$ cat src/hw/rtl/utf8_stream_decoder_assert.svh
// ---------------------------------------------------------------------------
// utf8_stream_decoder assertion macros
// Shared concurrent assertion forms for the decoder, with reset disable.
// ---------------------------------------------------------------------------
`ifndef UTF8_STREAM_DECODER_ASSERT_SVH
`define UTF8_STREAM_DECODER_ASSERT_SVH

// Same-cycle implication, disabled while reset is asserted.
`define U8D_ASSERT_SAME(label, clk, rst_n, ante, cons) \
    label: assert property (@(posedge clk) disable iff (!rst_n) (ante) |-> (cons)) \
        else $error("assertion failed: label");

// Next-cycle implication, disabled while reset is asserted.
`define U8D_ASSERT_NEXT(label, clk, rst_n, ante, cons) \
    label: assert property (@(posedge clk) disable iff (!rst_n) (ante) |=> (cons)) \
        else $error("assertion failed: label");

`endif

$ cat src/hw/rtl/u8d_pkg.sv
// ---------------------------------------------------------------------------
// u8d_pkg
// Types and constants shared by the UTF-8 stream decoder modules.
// ---------------------------------------------------------------------------
`default_nettype none

package u8d_pkg;

    localparam int CP_W          = 21;
    localparam int DEFAULT_DEPTH = 4;

    localparam logic [CP_W-1:0] REPLACEMENT_CP = 21'h00FFFD;

    // One queue entry holds every result that a single byte causes.
    // A pair is always a replacement followed by the result in cp/bad.
    typedef struct packed {
        logic            pair;
        logic [CP_W-1:0] cp;
        logic            bad;
    } entry_t;

endpackage

`default_nettype wire

$ cat src/hw/rtl/u8d_front.sv
// ---------------------------------------------------------------------------
// u8d_front
// Accepts bytes, keeps the sequence state and classifies each byte into
// the results it causes, which are pushed as one queue entry.
// ---------------------------------------------------------------------------
`default_nettype none

module u8d_front (
    input  wire logic            clk,
    input  wire logic            rst_n,
    input  wire logic            in_valid,
    output logic                 in_ready,
    input  wire logic [7:0]      in_byte,
    input  wire logic            q_full,
    output logic                 push,
    output u8d_pkg::entry_t      push_entry
);
    import u8d_pkg::*;

    typedef struct packed {
        logic            has;
        logic [CP_W-1:0] cp;
        logic            bad;
        logic [1:0]      cnt;
        logic [CP_W-1:0] part;
    } lead_t;

    logic [1:0]      pending_count_reg, pending_count_next;
    logic [CP_W-1:0] partial_reg, partial_next;
    logic            has_result;
    logic            accept;

    function automatic lead_t decode_lead(input logic [7:0] b);
        lead_t r;
        r = '0;
        if (b[7] == 1'b0) begin
            r.has = 1'b1;
            r.cp  = {{(CP_W-8){1'b0}}, b};
        end
        else if (b[7:5] == 3'b110) begin
            r.cnt  = 2'd1;
            r.part = {{(CP_W-5){1'b0}}, b[4:0]};
        end
        else if (b[7:4] == 4'b1110) begin
            r.cnt  = 2'd2;
            r.part = {{(CP_W-4){1'b0}}, b[3:0]};
        end
        else if (b[7:3] == 5'b11110) begin
            r.cnt  = 2'd3;
            r.part = {{(CP_W-3){1'b0}}, b[2:0]};
        end
        else begin
            r.has = 1'b1;
            r.cp  = REPLACEMENT_CP;
            r.bad = 1'b1;
        end
        return r;
    endfunction

    assign in_ready = !q_full;
    assign accept   = in_valid && in_ready;
    assign push     = accept && has_result;

    always_comb
    begin
        lead_t           ld;
        logic [CP_W-1:0] acc;
        ld                 = decode_lead(in_byte);
        acc                = {partial_reg[CP_W-7:0], in_byte[5:0]};
        pending_count_next = pending_count_reg;
        partial_next       = partial_reg;
        has_result         = 1'b0;
        push_entry         = '0;
        if (pending_count_reg != 2'd0) begin
            if (in_byte[7:6] == 2'b10) begin
                pending_count_next = pending_count_reg - 2'd1;
                if (pending_count_reg == 2'd1) begin
                    has_result    = 1'b1;
                    push_entry.cp = acc;
                    partial_next  = '0;
                end
                else begin
                    partial_next = acc;
                end
            end
            else begin
                // Interrupted sequence: replacement first, then the byte
                // is taken again as a lead byte.
                has_result         = 1'b1;
                pending_count_next = ld.cnt;
                partial_next       = ld.part;
                if (ld.has) begin
                    push_entry.pair = 1'b1;
                    push_entry.cp   = ld.cp;
                    push_entry.bad  = ld.bad;
                end
                else begin
                    push_entry.cp  = REPLACEMENT_CP;
                    push_entry.bad = 1'b1;
                end
            end
        end
        else begin
            has_result         = ld.has;
            pending_count_next = ld.cnt;
            partial_next       = ld.part;
            push_entry.cp      = ld.cp;
            push_entry.bad     = ld.bad;
        end
    end

    always_ff @(posedge clk or negedge rst_n)
    begin
        if (!rst_n) begin
            pending_count_reg <= 2'd0;
            partial_reg       <= '0;
        end
        else if (accept) begin
            pending_count_reg <= pending_count_next;
            partial_reg       <= partial_next;
        end
    end

endmodule

`default_nettype wire

$ cat src/hw/rtl/u8d_queue.sv
// ---------------------------------------------------------------------------
// u8d_queue
// Small register queue of decoded entries between front and back.
// ---------------------------------------------------------------------------
`default_nettype none

module u8d_queue #(
    parameter int DEPTH = u8d_pkg::DEFAULT_DEPTH
) (
    input  wire logic            clk,
    input  wire logic            rst_n,
    input  wire logic            push,
    input  wire u8d_pkg::entry_t push_entry,
    output logic                 full,
    input  wire logic            pop,
    output logic                 q_valid,
    output u8d_pkg::entry_t      q_entry
);
    import u8d_pkg::*;

    localparam int PTR_W = (DEPTH > 1) ? $clog2(DEPTH) : 1;
    localparam int CNT_W = $clog2(DEPTH + 1);
    localparam logic [PTR_W-1:0] LAST_PTR = PTR_W'(DEPTH - 1);
    localparam logic [CNT_W-1:0] FULL_CNT = CNT_W'(DEPTH);

    entry_t            mem_reg [DEPTH];
    logic [PTR_W-1:0]  wr_ptr_reg, rd_ptr_reg;
    logic [CNT_W-1:0]  count_reg;
    logic              do_push, do_pop;

    assign full    = (count_reg == FULL_CNT);
    assign q_valid = (count_reg != '0);
    assign q_entry = mem_reg[rd_ptr_reg];
    assign do_push = push && !full;
    assign do_pop  = pop && q_valid;

    always_ff @(posedge clk)
    begin
        if (do_push) begin
            mem_reg[wr_ptr_reg] <= push_entry;
        end
    end

    always_ff @(posedge clk or negedge rst_n)
    begin
        if (!rst_n) begin
            wr_ptr_reg <= '0;
            rd_ptr_reg <= '0;
            count_reg  <= '0;
        end
        else begin
            if (do_push) begin
                wr_ptr_reg <= (wr_ptr_reg == LAST_PTR) ? '0 : wr_ptr_reg + PTR_W'(1);
            end
            if (do_pop) begin
                rd_ptr_reg <= (rd_ptr_reg == LAST_PTR) ? '0 : rd_ptr_reg + PTR_W'(1);
            end
            if (do_push && !do_pop) begin
                count_reg <= count_reg + CNT_W'(1);
            end
            else if (do_pop && !do_push) begin
                count_reg <= count_reg - CNT_W'(1);
            end
        end
    end

endmodule

`default_nettype wire

$ cat src/hw/rtl/u8d_back.sv
// ---------------------------------------------------------------------------
// u8d_back
// Pops queue entries and presents their results one per output transfer.
// ---------------------------------------------------------------------------
`default_nettype none

module u8d_back (
    input  wire logic                      clk,
    input  wire logic                      rst_n,
    input  wire logic                      q_valid,
    input  wire u8d_pkg::entry_t           q_entry,
    output logic                           pop,
    output logic                           out_valid,
    input  wire logic                      out_ready,
    output logic [u8d_pkg::CP_W-1:0]       code_point,
    output logic                           malformed,
    output logic                           last_of_run
);
    import u8d_pkg::*;

    logic            out_valid_reg, out_valid_next;
    logic [CP_W-1:0] cp_reg, cp_next;
    logic            bad_reg, bad_next;
    logic            last_reg, last_next;
    logic            second_reg, second_next;
    logic [CP_W-1:0] second_cp_reg, second_cp_next;
    logic            second_bad_reg, second_bad_next;
    logic            can_load;

    assign can_load    = !out_valid_reg || out_ready;
    assign out_valid   = out_valid_reg;
    assign code_point  = cp_reg;
    assign malformed   = bad_reg;
    assign last_of_run = last_reg;

    always_comb
    begin
        out_valid_next  = out_valid_reg;
        cp_next         = cp_reg;
        bad_next        = bad_reg;
        last_next       = last_reg;
        second_next     = second_reg;
        second_cp_next  = second_cp_reg;
        second_bad_next = second_bad_reg;
        pop             = 1'b0;
        if (can_load) begin
            if (second_reg) begin
                out_valid_next = 1'b1;
                cp_next        = second_cp_reg;
                bad_next       = second_bad_reg;
                last_next      = 1'b1;
                second_next    = 1'b0;
            end
            else if (q_valid) begin
                pop            = 1'b1;
                out_valid_next = 1'b1;
                if (q_entry.pair) begin
                    cp_next         = REPLACEMENT_CP;
                    bad_next        = 1'b1;
                    last_next       = 1'b0;
                    second_next     = 1'b1;
                    second_cp_next  = q_entry.cp;
                    second_bad_next = q_entry.bad;
                end
                else begin
                    cp_next   = q_entry.cp;
                    bad_next  = q_entry.bad;
                    last_next = 1'b1;
                end
            end
            else begin
                out_valid_next = 1'b0;
            end
        end
    end

    always_ff @(posedge clk or negedge rst_n)
    begin
        if (!rst_n) begin
            out_valid_reg <= 1'b0;
            second_reg    <= 1'b0;
        end
        else begin
            out_valid_reg <= out_valid_next;
            second_reg    <= second_next;
        end
    end

    always_ff @(posedge clk)
    begin
        cp_reg         <= cp_next;
        bad_reg        <= bad_next;
        last_reg       <= last_next;
        second_cp_reg  <= second_cp_next;
        second_bad_reg <= second_bad_next;
    end

endmodule

`default_nettype wire

$ cat src/hw/rtl/utf8_stream_decoder.sv
// ---------------------------------------------------------------------------
// utf8_stream_decoder: one byte per cycle in while the queue is not full, set by the
// combinational front decode. Each result is held in the queue, then in the output
// register; a byte that causes two results holds the output register for two transfers.
// Reset (rst_n low, asynchronous) clears the sequence state, queue and output valid.
// ---------------------------------------------------------------------------
`default_nettype none

`include "utf8_stream_decoder_assert.svh"

module utf8_stream_decoder #(
    parameter int QUEUE_DEPTH = u8d_pkg::DEFAULT_DEPTH
) (
    input  wire logic                   clk,
    input  wire logic                   rst_n,
    input  wire logic                   in_valid,
    output logic                        in_ready,
    input  wire logic [7:0]             in_byte,
    output logic                        out_valid,
    input  wire logic                   out_ready,
    output logic [u8d_pkg::CP_W-1:0]    code_point,
    output logic                        malformed,
    output logic                        last_of_run
);
    import u8d_pkg::*;

    // The front holds the pending continuation count and the partial code
    // point. Every byte it accepts is reduced to one queue entry that lists
    // the results the byte causes, or to nothing when the byte only opens or
    // extends a sequence. Because the entry is complete at push time, the
    // front never waits on the output side except when the queue is full.
    entry_t push_entry;
    logic   push;
    logic   q_full;

    // The queue lets the front keep taking bytes while the back side is
    // stalled or busy presenting the second result of an interrupted
    // sequence.
    entry_t q_entry;
    logic   q_valid;
    logic   pop;

    u8d_front u_front (
        .clk        (clk),
        .rst_n      (rst_n),
        .in_valid   (in_valid),
        .in_ready   (in_ready),
        .in_byte    (in_byte),
        .q_full     (q_full),
        .push       (push),
        .push_entry (push_entry)
    );

    u8d_queue #(
        .DEPTH (QUEUE_DEPTH)
    ) u_queue (
        .clk        (clk),
        .rst_n      (rst_n),
        .push       (push),
        .push_entry (push_entry),
        .full       (q_full),
        .pop        (pop),
        .q_valid    (q_valid),
        .q_entry    (q_entry)
    );

    // The back owns the output register. A pair entry is presented as the
    // replacement first, then the lead-byte result with last_of_run set.
    u8d_back u_back (
        .clk         (clk),
        .rst_n       (rst_n),
        .q_valid     (q_valid),
        .q_entry     (q_entry),
        .pop         (pop),
        .out_valid   (out_valid),
        .out_ready   (out_ready),
        .code_point  (code_point),
        .malformed   (malformed),
        .last_of_run (last_of_run)
    );

    // The first result of a pair is always a malformed replacement.
    `U8D_ASSERT_SAME(a_first_is_repl, clk, rst_n, out_valid && !last_of_run,
        malformed && (code_point == REPLACEMENT_CP))

    // The second result of a pair follows in the very next cycle.
    `U8D_ASSERT_NEXT(a_second_follows, clk, rst_n, out_valid && out_ready && !last_of_run,
        out_valid && last_of_run)

    // With the queue empty and the last result of a run taken, output goes idle.
    `U8D_ASSERT_NEXT(a_drain_idle, clk, rst_n,
        out_valid && out_ready && last_of_run && !q_valid, !out_valid)

endmodule

`default_nettype wire

$ cat config.mk
export PLATFORM = sky130hd
export DESIGN_NAME = utf8_stream_decoder
export DESIGN_NICKNAME = d
export VERILOG_FILES = /design/src/hw/rtl/u8d_pkg.sv /design/src/hw/rtl/u8d_front.sv /design/src/hw/rtl/u8d_queue.sv /design/src/hw/rtl/u8d_back.sv /design/src/hw/rtl/utf8_stream_decoder.sv
export VERILOG_INCLUDE_DIRS = /design/src /design/src/hw/rtl
export SDC_FILE = /design/constraint.sdc
export NUM_CORES = 1
export LEC_CHECK = 0
export BUFFER_PORTS_ARGS = -buffer_cell sky130_fd_sc_hd__buf_2
export CAP_MARGIN = 20
export CORE_ASPECT_RATIO = 1.4
export CORE_UTILIZATION = 65
export DETAILED_ROUTE_END_ITERATION = 7
export PLACE_DENSITY = 0.84
export SLEW_MARGIN = 20
export SYNTH_ARGS = -nofsm -noshare
export SYNTH_HDL_FRONTEND = slang
export SYNTH_SLANG_ARGS = --single-unit
$ cat constraint.sdc
create_clock -name clk -period 4.1 [get_ports clk]
set_input_delay 0.41 -clock clk [delete_from_list [all_inputs] [get_ports clk]]
set_output_delay 0.41 -clock clk [all_outputs]
set_load 0.03 [all_outputs]
After elaboration in Yosys (flattened, before gate mapping). Memories as Yosys holds them, arrays and structs flattened. Cells that the tools add are included.

Word-level logic and storage cells: 89. Output and inout bits: 25. Input bits: 12. Register bits after elaboration: 71. RAM bits: 92. Memories kept: 1.

Memories: u_queue.mem_reg (depth 4, bits a word 23, read ports 1, clocked after Yosys merged registers in 0, write ports 1, line u8d_queue.sv:26) `entry_t mem_reg [DEPTH];`.

$add $sub $neg: 5. Reduce and logical (&&, ||, !) cells: 17. Bitwise logic cells: 1. Eq/ne operators: 8. Muxes and demuxes: 45.

Operator list (count): 23-bit two-way mux (6); 21-bit two-way mux (5); 22-bit two-way mux (3); 15-bit two-way mux (3); 24-bit two-way mux (1); 1-bit two-way mux (21); 2-bit two-way mux (4); 2-bit == test, second input constant (3); 3-bit == test, second input constant (2); 1-bit logical AND (6); 3-bit two-way mux (2); 2-bit nonzero test (3); 5-bit == test, second input constant (1); 2-bit by 1-bit adder with 2-bit output, second input constant (2); 4-bit == test, second input constant (1); 1-bit logical NOT (4); 4-bit AND reduction (1); 3-bit by 1-bit adder with 3-bit output, second input constant (1); 3-bit nonzero test (1); 3-bit by 1-bit subtractor with 3-bit output, second input constant (1); 2-bit by 1-bit == test with 1-bit output, second input constant (1); 2-bit AND reduction (1); 2-bit by 1-bit subtractor with 2-bit output, second input constant (1); 1-bit logical OR (1); 1-bit inverter (1).

Depth between registers and ports, before layout. Gate-level depths: netlist of the first run.

Word-level depth: 12. Mapped depth: 11. Mapped depth without buffers: 10.

Cells and area by module. From an unflattened synthesis of the first run, not the netlist that was laid out.

Cell total of the unflattened synthesis: 405. Area, all modules: 6685.2 sq um.

Modules (own cells, without submodules): u8d_queue (times used 1, area an instance 3829.9 sq um, cells an instance 158, seq. area each 2937.8 sq um); u8d_back (times used 1, area an instance 1800.5 sq um, cells an instance 122, seq. area each 1401.3 sq um); u8d_front (times used 1, area an instance 1054.8 sq um, cells an instance 125, seq. area each 425.4 sq um).

Worst setup path after synthesis of the first run. No wires, ideal clock.

Path kind: register to register. From: register u_front.pending_count_reg[0]. To: register u_queue.count_reg[2]. Slack: 1.741 ns. Clock period less this slack: 2.359 ns. Data required time: 4.021 ns. Stages on the path, launching flop included: 12. Path buffers: 1. Data arrival time: 2.279 ns. Cell sequence: dfrtp_1 inv_1 ha_1 and4_4 buf_6 nor3_4 ha_1 inv_1 fa_1 xor2_1 nor2_1 xor2_1.

Word-level cells in the longest chain between the ends: 9. Elaborated cells between the ends (all ways): 12.

Ends and longest elaborated chain: start: declaration (line u8d_front.sv:28) `logic [1:0] pending_count_reg, pending_count_next;`; start signal: assignment (line u8d_front.sv:119) `pending_count_reg <= pending_count_next;`; 2-bit by 1-bit == test with 1-bit output (line u8d_front.sv:77) `if (pending_count_reg == 2'd1) begin`; 1-bit two-way mux (line u8d_front.sv:77); 1-bit two-way mux (line u8d_front.sv:75) `if (in_byte[7:6] == 2'b10) begin`; 1-bit two-way mux * (line u8d_front.sv:74) `if (pending_count_reg != 2'd0) begin`; 1-bit logical AND * (line u8d_front.sv:62) `assign push = accept && has_result;`; 1-bit logical AND * (line u8d_queue.sv:34) `assign do_push = push && !full;`; net u_queue.do_push (line u8d_queue.sv:29) `logic do_push, do_pop;`; 1-bit logical NOT (line u8d_queue.sv:61) `else if (do_pop && !do_push) begin`; 1-bit logical AND (line u8d_queue.sv:61); 2-bit nonzero test (no line); end signal: assignment (line u8d_queue.sv:59) `count_reg <= count_reg + CNT_W'(1);`; end signal: assignment (line u8d_queue.sv:62) `count_reg <= count_reg - CNT_W'(1);`; end: declaration (line u8d_queue.sv:28) `logic [CNT_W-1:0] count_reg;`.

The timed path passes the listed nets; every way through them passes the cells marked *. A chain may end at the register's enable or synchronous reset.

Worst setup path after layout of the first run.
From: register u_front.pending_count_reg[0]. To: register u_queue.count_reg[1].

The elaborated chain is that of the path after synthesis.

==> out/metrics.yaml, run 1 <==
sta:
  setup_viol_count_final: 0
  timing.slew.headroom_pct: 41.1
  drv_slew: 0
  fin_crit_sh_pct: 67.2
  rsz0062_at_grt: "no"
  fin_crit_ns: 2.76
  worst_pin_slew_ns: 0.883
  hold_slack_ns: -0.000353
  hold_viol: 3
  fmax_ghz: 0.363
  setup_tns_ns: 0
  fin_worst_skew_ns: 0.00573
placement:
  gp_congestion: 0.827
  io_buffers: 36
  dpl.hpwl_um: 7640
  place_area_um2: 7130
die:
  start_util_pct: 67.8
  rows: 43
  die_w_um: 88.6
  die_h_um: 123
  core-area_um2: 10100
  die_area_um2: 10900
  ios: 37
yosys:
  yosys.area.top_type: "edfxtp_1"
  synth_fp_nets: 483
  syn-mean-instance-area_um2: 14.8
  yosysMostFrequentCell: "edfxtp_1"
  yosys_warnings: 0
  yosysUniqueCellTypes: 45
  yosys.area.top_type_share_pct: 60.3
  netlist_top_cells_area: "edfxtp_1, mux2i_1, dfrtp_1"
  synth-edff-count: 137
  ys_seq_area_share_pct: 69.8
  yosys_register_bits: 163
  syn_inst: 462
  syn_area_um2: 6820
  synth_common_cells: "edfxtp_1, mux2i_1, nand2_1"
  synth-main-ff-cell: "edfxtp_1"
  synthArstFlopShare_pct: 16.0
cts:
  htree_levels: 4
  cts_buffer_depth: 2
  root_buffer: "clkbuf_16"
  cts_setup_buffers: 0
  insertion_delay_ns: 0.42
  holdBufCountCts: 0
  cts_tree: "built"
  numCtsBuffers: 17
  cts_resized: 0
  cts.clk_slew.worst_paths_ns: 0.06
  clock-sinks: 163
finish:
  fin_area_um2: 7670
  drive_above_1_share_pct: 17.2
  antenna_cells: 0
  largest_reg_flops: 92
  nNetsFinal: 523
  area_growth_syn_to_layout_pct: 12.5
grt:
  antenna_found_initial: 0
  grt_pass1_vias: 4035
  grt_max_degree: 48
  grt-ovfl-total: 0
  grt_pass1_wl_um: 20100
  grt_usage_pct: 25.7
worst_hold_path:
  worstHoldPathType: "in -> async"
run_status:
  violations: "hold timing"
  outcome: "complete, but fails checks"
setup_path:
  cp.arrival_ns: 3.05
  r2r_cells: 8
  cpMaxStageDelayCell: "nor4b_4"
  start_kind: "register"
  rr_endpoint: "u_queue.count_reg[1]$_DFFE_PN0P_"
  cp_max_fo: 13
  crit_path_end_kind: "register"
  worstPathCellList: "inv_1, ha_1, nor4b_4, nor3_4, ha_1, inv_1, fa_1, mux2_2"
  worstSetupPathType: "reg -> reg"
  crit_required_ns: 4.40
  r2r_slack_ns: 1.34
  timing.rr.start: "u_front.pending_count_reg[0]$_DFFE_PN0N_"
  critPathMaxStageDelay_ns: 0.70
power_and_ir_drop:
  power.leakage_nw: 2.98
  max-vdd-ir-drop_uv: 505
  powerDensity_nw_per_um2: 765
drt:
  drc_errors: 0
  wl_per_cell_um: 19.5
  ant_nets: 0
  via_per_inst: 6.04
  routed-via-count: 3914
  wl_um: 12600
  drtPass1Iterations: 5
  drt_iter0_markers: 397
flow_run:
  maxCapViolCount: 0
==> stage by stage <==
stage	cells	worst slack (ns)	power [W]	util (%)
2_1_floorplan	462	1.74	0.00393	-
3_3_place_gp	618	1.52	0.00432	70.8
3_5_place_dp	618	1.38	0.00442	70.8
4_1_cts	648	1.35	0.00589	76.3
5_1_grt	648	1.18	0.00613	76.3
6_report	648	1.34	0.00587	76.3
==> worst max-delay path: cells and delay by family (launching register included) <==
family | cells | cell delay (ns)
simple gates | 2 | 0.84
mux | 1 | 0.27
buf+inv | 2 | 0.16
fa+ha+maj | 3 | 0.98
flops | 1 | 0.38
==> cell type report <==
type,instances,area (um^2)
inverters,25,93.8
well taps,135,169
multi-input cells,249,1840
clock inverters,11,115
flip-flops and latches,163,4770
repair buffers,46,255
fillers,613,2390
clock buffers,19,433
==> cell usage in the layout (no fill, tap or decap), types with 7 or more instances in the layout <==
master and count:
mux2i_1 67, inv_1 25, ha_1 8, a222oi_1 16, clkbuf_16 17, dfrtp_1 25, nor2_1 8, nand2_1 62
o21ai_0 21, and2_1 9, edfxtp_1 137, buf_2 36, a21oi_1 7, buf_4 10
==> logic make-up (layout without fill, tap and decap cells) <==
logic type | Yosys count | count (layout) | share of synthesized area [%]
simple gates | 103 | 103 | 7.48
flops | 163 | 163 | 69.8
xor+xnor | 3 | 3 | 0.385
mux | 73 | 73 | 10.9
fa+ha+maj | 9 | 9 | 1.76
buf+inv | 50 | 101 | 3.21
compound gates | 61 | 61 | 6.46
==> power by group <==
part	switching (W)	internal, W	leakage (nW)
sequential	0.000177	0.00241	1.60
clock	0.000590	0.000881	0.264
combinational	0.00118	0.000640	1.11
total	0.00194	0.00393	2.98
==> how the worst max path moves through the flow <==
stage / from / to / slack [ns] / depth (start not counted)
detailed placement: u_front.pending_count_reg[0]$_DFFE_PN0N_ / u_queue.count_reg[1]$_DFFE_PN0P_ / 1.38 / 8
global placement: u_front.pending_count_reg[0]$_DFFE_PN0N_ / u_queue.count_reg[1]$_DFFE_PN0P_ / 1.52 / 8
floorplan: u_front.pending_count_reg[0]$_DFFE_PN0N_ / u_queue.count_reg[2]$_DFFE_PN0P_ / 1.74 / 11
CTS: u_front.pending_count_reg[0]$_DFFE_PN0N_ / u_queue.count_reg[1]$_DFFE_PN0P_ / 1.35 / 8
global route: u_front.pending_count_reg[0]$_DFFE_PN0N_ / u_queue.count_reg[2]$_DFFE_PN0P_ / 1.18 / 10
finish: u_front.pending_count_reg[0]$_DFFE_PN0N_ / u_queue.count_reg[1]$_DFFE_PN0P_ / 1.34 / 8
==> routing by layer <==
| metal | GRT usage, % | wire, um | up-vias |
|---|---|---|---|
| met2 | 43.2 | 6760 | 158 |
| met1 | 31.1 | 4880 | 1927 |
| met4 | 11.6 | 271 | 0 |
| met3 | 6.74 | 710 | 26 |
| li1 | - | - | 1803 |
| met5 | 0 | 0 | - |
No activity file was read; power rests on OpenSTA's default activity.
==> inputs of run 2 (changes only) <==
- CORE_UTILIZATION: 65 -> 60
- PLACE_DENSITY: 0.84 -> 0.78
- clock period: 4.1 -> 2.84 ns (I/O delays scaled with it)
==> out/metrics.yaml, run 2 (synthesis results as in run 1) <==
cts:
  numCtsBuffers: 17  # unchanged
  cts_tree: "built"
  clock-sinks: 163  # unchanged
  insertion_delay_ns: 0.42  # about the same
  cts_buffer_depth: 2  # unchanged
  root_buffer: "clkbuf_16"
  cts.clk_slew.worst_paths_ns: 0.06  # about the same
  htree_levels: 4  # unchanged
  cts_setup_buffers: 0  # unchanged
setup_path:
  worstSetupPathType: "reg -> reg"
  critPathMaxStageDelay_ns: 0.44  # -0.26 ns
  start_kind: "register"
  r2r_slack_ns: 0.32  # -1.03 ns
  crit_path_end_kind: "register"
  cp_max_fo: 12  # -1
  path_buf_inv: 2  # unchanged
  cpMaxStageDelayCell: "fa_1"
  cp.arrival_ns: 2.86  # -0.19 ns
  crit_required_ns: 3.18  # -1.22 ns
  worstPathCellList: "inv_1, ha_2, and4_4, nor3_4, ha_1, inv_1, fa_1, xor2_1, nor2_1, xor2_1"
  critPathTopFamily: "adder cells"
sta:
  hold_slack_ns: 0.125  # +0.125 ns
  fin_crit_ns: 2.52  # -0.235 ns
  final.setup.worst_slack_ns: 0.320  # -1.03 ns
  fmax_ghz: 0.397  # +9.3%
  setup_viol_count_final: 0  # unchanged
  hold_viol: 0  # -3
  drv_slew: 0  # unchanged
  fin_crit_sh_pct: 88.7  # +22 points
  setup_tns_ns: 0  # unchanged
  fin_worst_skew_ns: 0.0117  # +0.00596 ns
  worst_pin_slew_ns: 0.667  # -0.216 ns
  rsz0062_at_grt: "no"
  timing.slew.headroom_pct: 55.3  # +14 points
placement:
  dpl.hpwl_um: 7900  # +3.5%
  placedCellCount: 630  # +1.9%
  pre_cts_ws_ns: 0.228  # -1.15 ns
  place_area_um2: 7180  # +0.74%
  io_buffers: 36  # unchanged
  gp_congestion: 0.852  # +3.0%
finish:
  final_cell_mix: "edfxtp_1, mux2i_1, nand2_1"
  final_common_cell: "edfxtp_1"
  nNetsFinal: 530  # +1.3%
  fin_area_um2: 7770  # +1.3%
  antenna_cells: 0  # unchanged
  area_growth_syn_to_layout_pct: 13.9
  drive_above_1_share_pct: 19.0  # +1.8 points
  layout.cells.non_filler: 663  # +2.3%
  largest_reg_flops: 92  # unchanged
drt:
  drtPass1Iterations: 5  # unchanged
  wl_met1_um: 4960  # +1.7%
  drc_errors: 0  # unchanged
  ant_nets: 0  # unchanged
  routed-via-count: 3911  # -0.077%
  route.met2.wl_um: 7020  # +3.9%
  maxUsedRoutingLayer: "met4"
  drt_iter0_markers: 287  # -28%
  wl_per_cell_um: 19.5  # about the same
  wl_um: 12900  # +2.3%
  via_per_inst: 5.90  # -2.3%
  wl_met3_um: 554  # -22%
die:
  die_h_um: 128  # +4.0%
  start_util_pct: 62.1  # -5.7 points
  rows: 45  # +4.7%
  core-area_um2: 11000  # +9.1%
  ios: 37  # unchanged
  die_area_um2: 11800  # +8.2%
  die_w_um: 92.1  # +4.0%
power_and_ir_drop:
  powerDensity_nw_per_um2: 1110  # +45%
  power.leakage_nw: 3.02  # +1.4%
  max-vdd-ir-drop_uv: 592  # +17%
run_status:
  outcome: "completed"
worst_hold_path:
  worstHoldPathType: "in -> reg"
grt:
  grt_max_degree: 34  # -29%
  antenna_found_initial: 0  # unchanged
  grt_usage_pct: 24.0  # -1.7 points
  grt_pass1_wl_um: 20700  # +3.4%
  grt-ovfl-total: 0  # unchanged
  grt_pass1_vias: 4092  # +1.4%
flow_run:
  maxCapViolCount: 0  # unchanged
run 2: cell types whose count changed in the layout (fill, tap and decap cells not counted), moves of 2 or more:
cell        delta
inv_6          +4
buf_4          +6
clkbuf_1       -2
clkinv_2       -2
clkinvlp_4     +2
run 2: worst min-delay path, stage by stage:
cell     delay [ns]
buf_2          0.11
nand2_1        0.05
o21ai_0        0.06
run 2: repair_timing:
item | in CTS | in global routing
hold buffers | 1 | 0
gates resized for setup | 0 | 1
hold endpoints to repair | 26 | 0
endpoints found under the setup margin | 0 | 1
run 2: layer usage:
metal / vias to the layer above / global-route usage, %
met5: - / 0
met4: 0 / 12.0
met3: 23 / 5.58
met2: 130 / 43.6
met1: 1939 / 26.1
li1: 1819 / -
run 2: where the power goes:
part	total [W]	internal (W)	switching, W
registers	0.00371	0.00347	0.000243
clock network	0.00222	0.00130	0.000920
logic	0.00270	0.000959	0.00174
run 2: layout make-up:
type | count | area [um^2]
well taps | 141 | 176
multi-input cells | 249 | 1840
fillers | 746 | 3210
inverters | 25 | 93.8
clock inverters | 15 | 155
flip-flops and latches | 163 | 4770
clock buffers | 17 | 425
repair buffers | 53 | 310
run 2: metrics by stage:
stage | utilization [%] | power [W]
finish | 70.8 | 0.00863
floorplan | - | 0.00567
CTS | 70.8 | 0.00866
global placement | 65.4 | 0.00628
global route | 70.8 | 0.00902
detailed placement | 65.4 | 0.00641
run 2: final timing paths:
check                                                    startpoint                                  end  cells after the start
setup / recovery           u_front.pending_count_reg[0]$_DFFE_PN0N_     u_queue.count_reg[2]$_DFFE_PN0P_                     10
hold / removal                                           in_byte[2]   u_front.partial_reg[2]$_DFFE_PN0N_                      3
setup reg to reg           u_front.pending_count_reg[0]$_DFFE_PN0N_     u_queue.count_reg[2]$_DFFE_PN0P_                     10
hold reg to reg                 u_front.partial_reg[14]$_DFFE_PN0N_  u_front.partial_reg[14]$_DFFE_PN0N_                      2
max in group asynchronous                                     rst_n    u_queue.rd_ptr_reg[1]$_DFFE_PN0P_                      2
min in group asynchronous                                     rst_n    u_queue.wr_ptr_reg[0]$_DFFE_PN0P_                      2
